==> config.mk <==
export PLATFORM = sky130hd
export DESIGN_NAME = aru_scan
export DESIGN_NICKNAME = d
export VERILOG_FILES = /design/src/sv/aru_pkg.sv /design/src/sv/aru_scan.sv
export SDC_FILE = /design/constraint.sdc
export NUM_CORES = 1
export LEC_CHECK = 0
export BUFFER_PORTS_ARGS = -buffer_cell sky130_fd_sc_hd__buf_4
export CAP_MARGIN = 20
export CORE_UTILIZATION = 56
export CTS_BUF_LIST = sky130_fd_sc_hd__clkbuf_8
export DETAILED_ROUTE_END_ITERATION = 10
export GPL_TIMING_DRIVEN = 1
export PLACE_DENSITY_LB_ADDON = 0.1
export SYNTH_ARGS = -nofsm -noshare
export SYNTH_HDL_FRONTEND = slang
export SYNTH_SLANG_ARGS = --single-unit
==> constraint.sdc <==
create_clock -name clk -period 14.1 [get_ports clk]
set_input_delay 1.41 -clock clk [delete_from_list [all_inputs] [get_ports clk]]
set_output_delay 1.41 -clock clk [all_outputs]
set_load 0.1 [all_outputs]
==> src/sv/aru_pkg.sv <==
`timescale 1ns / 1ps
`default_nettype none
// ----------------------------------------------------------------------------
// Aligned run unit allocator package
// Shared constants, codes, types and the word mask helper.
// ----------------------------------------------------------------------------
package aru_pkg;

    localparam int UNIT_COUNT = 4096;
    localparam int MAX_RUN    = 255;
    localparam int WORD_W     = 64;
    localparam int WORD_COUNT = UNIT_COUNT / WORD_W;
    localparam int ADDR_W     = $clog2(WORD_COUNT);
    localparam int BIT_W      = $clog2(WORD_W);
    localparam int UNIT_W     = $clog2(UNIT_COUNT);
    localparam int SPAN_W     = UNIT_W + 1;
    localparam int LEN_W      = 8;
    localparam int CHUNK_W    = 8;
    localparam int CSEL_W     = $clog2(WORD_W / CHUNK_W);
    localparam int CPOS_W     = $clog2(UNIT_COUNT / CHUNK_W);

    typedef enum logic [1:0] {
        ST_OK      = 2'd0,
        ST_NOSPACE = 2'd1,
        ST_BADLEN  = 2'd2
    } status_t;

    typedef enum logic {
        FUNC_ALLOC = 1'b0,
        FUNC_FREE  = 1'b1
    } func_t;

    typedef enum logic [2:0] {
        S_IDLE,
        S_SCAN,
        S_WR_FETCH,
        S_WR,
        S_DONE
    } state_t;

    typedef struct packed {
        logic start;
        logic step;
    } scan_ctrl_t;

    typedef struct packed {
        logic              found;
        logic [UNIT_W-1:0] base;
        logic              word_end;
        logic              map_end;
        logic [ADDR_W-1:0] next_addr;
    } scan_stat_t;

    // Bits of word idx that lie inside the unit range [lo, hi).
    function automatic logic [WORD_W-1:0] range_mask(
        input logic [ADDR_W-1:0] idx,
        input logic [SPAN_W-1:0] lo,
        input logic [SPAN_W-1:0] hi
    );
        logic [SPAN_W-1:0] ws;
        logic [SPAN_W-1:0] we;
        logic [BIT_W-1:0]  s;
        logic [BIT_W:0]    e;
        logic [BIT_W:0]    sh;
        begin
            ws = {1'b0, idx, {BIT_W{1'b0}}};
            we = ws + SPAN_W'(WORD_W);
            s  = (lo > ws) ? BIT_W'(lo - ws) : '0;
            e  = (hi < we) ? (BIT_W + 1)'(hi - ws) : (BIT_W + 1)'(WORD_W);
            sh = (BIT_W + 1)'(WORD_W) - e;
            range_mask = ({WORD_W{1'b1}} << s) & ({WORD_W{1'b1}} >> sh);
        end
    endfunction

endpackage
`default_nettype wire

==> src/sv/aru_scan.sv <==
`timescale 1ns / 1ps
`default_nettype none
// ----------------------------------------------------------------------------
// Aligned run unit allocator scanner
// Walks the bitmap eight units per cycle while stepped and finds the first free aligned run.
// ----------------------------------------------------------------------------
module aru_scan
    import aru_pkg::*;
(
    input  wire logic              clk,
    input  wire scan_ctrl_t        ctrl,
    input  wire logic [LEN_W-1:0]  run_len,
    input  wire logic [WORD_W-1:0] word,
    output scan_stat_t             stat
);

    logic [CPOS_W-1:0] chunk_reg;
    logic [CPOS_W-1:0] chunk_next;
    logic [UNIT_W-1:0] cand_reg;
    logic [UNIT_W-1:0] cand_next;
    logic [LEN_W-1:0]  off_reg;
    logic [LEN_W-1:0]  off_next;
    logic              clean_reg;
    logic              clean_next;
    logic              found;
    logic [UNIT_W-1:0] found_base;
    logic [CHUNK_W-1:0] bits;
    logic [CSEL_W-1:0] csel;
    logic [LEN_W-1:0]  len_m1;

    assign csel   = chunk_reg[CSEL_W-1:0];
    assign bits   = word[{csel, {$clog2(CHUNK_W){1'b0}}} +: CHUNK_W];
    assign len_m1 = run_len - LEN_W'(1);

    always_comb begin
        logic [UNIT_W-1:0] c;
        logic [LEN_W-1:0]  o;
        logic              cl;
        logic              f;
        c  = cand_reg;
        o  = off_reg;
        cl = clean_reg;
        f  = 1'b0;
        for (int i = 0; i < CHUNK_W; i++) begin
            if (!f) begin
                cl = cl & ~bits[i];
                if (o == len_m1) begin
                    if (cl) begin
                        f = 1'b1;
                    end
                    else begin
                        c  = UNIT_W'(CHUNK_W * chunk_reg + i + 1);
                        o  = '0;
                        cl = 1'b1;
                    end
                end
                else begin
                    o = o + LEN_W'(1);
                end
            end
        end
        found      = f;
        found_base = c;
        cand_next  = c;
        off_next   = o;
        clean_next = cl;
        chunk_next = chunk_reg + CPOS_W'(1);
        if (ctrl.start) begin
            cand_next  = '0;
            off_next   = '0;
            clean_next = 1'b1;
            chunk_next = '0;
        end
        else if (!ctrl.step) begin
            cand_next  = cand_reg;
            off_next   = off_reg;
            clean_next = clean_reg;
            chunk_next = chunk_reg;
        end
    end

    always_ff @(posedge clk) begin
        chunk_reg <= chunk_next;
        cand_reg  <= cand_next;
        off_reg   <= off_next;
        clean_reg <= clean_next;
    end

    assign stat.found     = found;
    assign stat.base      = found_base;
    assign stat.word_end  = (csel == {CSEL_W{1'b1}});
    assign stat.map_end   = (chunk_reg == {CPOS_W{1'b1}});
    assign stat.next_addr = chunk_reg[CPOS_W-1:CSEL_W] + ADDR_W'(1);

endmodule
`default_nettype wire

Word level (Yosys, flattened, before mapping)
Index checks and enable logic that the tools add are counted.

word-level totals
  word-level logic and storage cells = 140
  output and inout bits = 21
  bits of input ports = 75
  bits in read-only memories = 0
  memories = 0
  bits in writable memories = 0
  flip-flop bits (word level) = 30
  bits in latches = 0

operators by class
  divide/modulo/power cells = 0
  add/subtract/negate cells = 25
  $mul = 0
  shifts and indexed selects = 1
  bitwise logic cells = 16
  muxes and demuxes = 84
  order comparisons = 0
  reduce and logical (&&, ||, !) cells = 0
  equality and inequality tests = 10

operator list
  operator                 number
  $mux W12                 23
  $mux W8                  23
  $add A12 B1 Y12 const B  8
  $add A8 B1 Y8 const B    8
  $eq A8 B8 Y1             8
  $shiftx A64 B7 Y8        1
  $add A12 B3 Y12 const B  4
  $mux W1                  38
  $add A12 B2 Y12 const B  2
  $add A9 B1 Y9 const B    1
  $eq A9 B9 Y1 const B     1
  $and A1 B1 Y1            8
  $not A1 Y1               8
  $sub A8 B1 Y8 const B    1
  $add A6 B1 Y6 const B    1
  $eq A3 B3 Y1 const B     1

Depth between registers and ports, before layout
  depth in word-level cells = 29
  gate-level depth with buffers = 59
  depth with buffers taken out = 54

Worst setup path after synthesis
Ideal clock, no wire load.

  path kind = input port to output port
  start point = input run_len[0]
  end point = output stat[10] (netlist bit)
  stages = 47
  required time = 12.690 ns
  setup slack = -0.120 ns
  arrival time = 12.810 ns
  path buffers = 8
  path through = clkbuf_1 > clkinv_1 > ha_1 > xnor2_1 > nor2_1 > nor4b_2 > and4b_1 > buf_4 > a21boi_0 > o32a_1 > nor4bb_1 > buf_2 > nand2_1 > clkbuf_1 > mux2_2 > ha_1 > nand3_1 > nor4b_1 > (+11 left out) > mux2_2 > o21ai_0 > a221oi_1 > o21ai_0 > a32o_1 > or4_1 > buf_2 > o21ai_1 > o211ai_2 > xnor2_1 > or3_1 > buf_2 > o21ai_1 > o211ai_1 > o2111a_1 > o211ai_2 > nor2_1 > a21oi_1

RTL lines
  element      line            RTL
  from (decl)  aru_scan.sv:12  input wire logic [LEN_W-1:0] run_len,
  to (decl)    aru_scan.sv:14  output scan_stat_t stat

==> impl_metrics.sql <==
INSERT INTO impl_metrics (metric_group, metric, value, unit) VALUES
('drt', 'dr_vias', '9712', ''),
('power', 'irDropWorstVdd', '0.0001072', 'V'),
('clock_tree', 'clock_root_cell', 'sky130_fd_sc_hd__clkbuf_8', ''),
('clock_tree', 'htree_levels', '2', ''),
('sta', 'count_of_endpoints_failing_hold_in_the_final_timing_report', '0', ''),
('clock_tree', 'worstSkewPairLatency', '0.29', 'ns'),
('layout', 'most_frequent_cells_in_the_layout', 'sky130_fd_sc_hd__buf_4 (213), sky130_fd_sc_hd__nor2_1 (106), sky130_fd_sc_hd__nand2_1 (101)', ''),
('sta', 'tightest_slew', '1.068', 'ns'),
('critical_path', 'startpoint_type', 'input pin', ''),
('yosys', 'postSynth.asyncResetShare', '0', '%'),
('min_path', 'hp-class', 'reg -> reg', ''),
('global_route', 'grt_util_all_layers', '42.37', '%'),
('yosys', 'share_of_the_synthesized_area_in_the_top_cell_type', '8.162', '%'),
('critical_path', 'timing.critical_path.fanout_max', '9', ''),
('sta', 'slew-limit-headroom', '28.31', '%'),
('min_path', 'min-delay-start', 'cand_reg[0]', ''),
('critical_path', 'critical-path-top-cell-by-count', 'sky130_fd_sc_hd__buf_4', ''),
('critical_path', 'worstSetupPathType', 'in -> out', ''),
('placed_design', 'gp_congestion', '1.058', ''),
('drt', 'detailedRoute.firstPassIterationCount', '7', ''),
('yosys', 'synth-edff-count', '0', ''),
('clock_tree', 'sink_count', '30', ''),
('drt', 'post-route-drc-count', '0', ''),
('yosys', 'number_of_standard_cells_after_synthesis', '1019', ''),
('critical_path', 'crit_path_top_delay_cell', 'sky130_fd_sc_hd__or4_4', ''),
('layout', 'finish.net_count', '1271', ''),
('critical_path', 'timing.rr.start', 'chunk_reg[2]', ''),
('yosys', 'ys_types', '112', ''),
('die', 'fp-row-count', '41', ''),
('sta', 'min_period', '13.74', 'ns'),
('yosys', 'ys_seq_elements', '30', ''),
('clock_tree', 'cts.path.max_buffers', '2', ''),
('sta', 'finClkSkew', '0.006650', 'ns'),
('die', 'chipHeight', '116.6', 'um'),
('yosys', 'synth_nets', '1107', ''),
('clock_tree', 'cts_made_buffers', '5', ''),
('sta', 'fin_ws', '0.3588', 'ns'),
('yosys', 'avgSynthCellArea', '7.221', 'sq um'),
('yosys', 'top_area_cells_in_the_synthesized_netlist', 'sky130_fd_sc_hd__dfxtp_1 (8.2%), sky130_fd_sc_hd__mux2i_1 (6.1%), sky130_fd_sc_hd__nor2_1 (5.4%), sky130_fd_sc_hd__nand2_1 (5.4%), sky130_fd_sc_hd__xnor2_1 (4.6%)', ''),
('placed_design', 'dp_worst_setup_slack', '0.1084', 'ns'),
('drt', 'routed_wire_length', '30240', 'um'),
('yosys', 'netlist_area_pre_place', '7358', 'sq um'),
('yosys', 'post_synthesis_sequential_area_ratio', '8.162', '%'),
('layout', 'finish.instance_area', '9351', 'sq um'),
('clock_tree', 'tritoncts', 'yes', ''),
('critical_path', 'worst-endpoint-arrival', '12.33', 'ns'),
('die', 'die_w', '116.6', 'um'),
('clock_tree', 'clkSlewWorstSetupHoldPaths', '0.07', 'ns'),
('placed_design', 'port_buffers', '95', ''),
('power', 'power_density', '123.7', 'nW/um^2'),
('critical_path', 'worst_path_largest_cell_delay', '0.61', 'ns'),
('yosys', 'ys_dominant_reg_cell', 'sky130_fd_sc_hd__dfxtp_1', ''),
('yosys', 'synthesis.yosys.warnings', '0', ''),
('placed_design', 'place.detailed.hpwl', '22500', 'um'),
('die', 'die-area', '13600', 'sq um'),
('die', 'core', '12720', 'sq um'),
('critical_path', 'setup.worst_path.end_class', 'output pin', ''),
('yosys', 'synth_area_leader_cell', 'sky130_fd_sc_hd__dfxtp_1', ''),
('placed_design', 'place.detailed.instances', '1325', ''),
('sta', 'final_period_utilization', '97.46', '%'),
('sta', 'fmaxAchievable', '0.07277', 'GHz'),
('die', 'initial_utilization', '57.84', '%'),
('power', 'p_leak', '3.640', 'nW'),
('drt', 'ant_nets', '0', ''),
('drt', 'route.detailed.wl_per_inst', '22.30', 'um'),
('global_route', 'antenna_found_initial', '0', ''),
('critical_path', 'critical_path_required', '12.69', 'ns'),
('global_route', 'grt_pass1_vias', '8477', ''),
('sta', 'setup_viol_count_final', '0', ''),
('outcome', 'status', 'complete, no violations', ''),
('layout', 'mostFrequentLayoutCell', 'sky130_fd_sc_hd__buf_4', '');
-- synth_stat cells, drive strengths merged, types with 8 or more instances --
cell and instances:
a21oi 61, and3 21, o21ai 60, or4 9, nor3 41, a211oi 18
dfxtp 30, or2 10, o22ai 10, nor2 109, a21o 16, or3 11
clkbuf 42, xnor2 40, ha 13, and4 8, o31ai 15, nor4 15
nand2 107, xor2 14, buf 21, mux2i 45, o211ai 16, a221oi 13
nand3 32, a31oi 11, mux2 18, mux4 15, and2 14, nand4 14
inv 18
-- cells by family (layout without fill, tap and decap cells) --
group / after synthesis / count (layout) / share of synthesized area [%]
adders and majority gates: 14 / 14 / 2.347
buffers and inverters: 83 / 246 / 4.761
AOI/OAI and AO/OA: 339 / 341 / 34.82
muxes: 78 / 78 / 13.47
DFF: 30 / 30 / 8.162
xor gates and xnor gates: 54 / 54 / 6.632
and+or+nand+nor: 421 / 421 / 29.81
-- where the power goes --
part	switching [mW]	total [mW]	internal [mW]	leakage, nW
Sequential	0.0146	0.106	0.0913	0.243
Clock	0.0345	0.110	0.0754	0.0714
Combinational	0.558	0.941	0.383	3.33
-- layer usage --
metal / vias up / global-route usage (%) / wire length, um
met5: - / 3.333 / 58
met4: 2 / 17.13 / 1394
met3: 145 / 10.90 / 3963
met2: 769 / 63.94 / 12910
met1: 4478 / 56.98 / 11920
li1: 4318 / - / -
-- through the flow --
step           hold slack [ns]  utilization (%)  power [mW]
6_report                0.4952            73.51       1.157
5_1_grt                 0.5227            73.51       1.218
4_1_cts                 0.4991            70.11       1.054
3_5_place_dp            0.4809            68.99      0.9426
3_3_place_gp            0.4724            68.99      0.9491
2_1_floorplan           0.4504                -      0.6898
-- critical path, delay by kind of cell --
family	cells	cell delay [ns]
AO/OA/AOI/OAI	21	4.72
AND/OR/NAND/NOR	12	3.87
buffers and inverters	7	1.10
adder cells (fa/ha/maj)	3	0.73
multiplexers	1	0.35
XOR/XNOR	1	0.12
-- path summary, 6_finish.rpt --
kind                 end  slack [ns]  cells past startpoint
min          cand_reg[0]        0.50                      2
max             stat[18]        0.36                     45
max reg2reg   off_reg[7]        2.58                     42
min reg2reg  cand_reg[0]        0.50                      2
-- timing repair --
item	4_1_cts	5_1_grt
endpoints found under the hold margin	0	0
hold buffers	0	0
setup buffers	0	20
setup endpoints to repair	0	13
gates resized for setup	0	58
-- final cells by class --
| type | instances | area, sq um |
|---|---|---|
| Inverter | 20 | 75.07 |
| Multi-Input combinational cell | 908 | 6669 |
| Timing Repair Buffer | 218 | 1649 |
| Clock inverter | 2 | 60.06 |
| Fill cell | 1040 | 3371 |
| Tap cell | 172 | 215.2 |
| Sequential cell | 30 | 600.6 |
| Clock buffer | 6 | 82.58 |
Note: power is estimated with default switching activity, not from simulation.
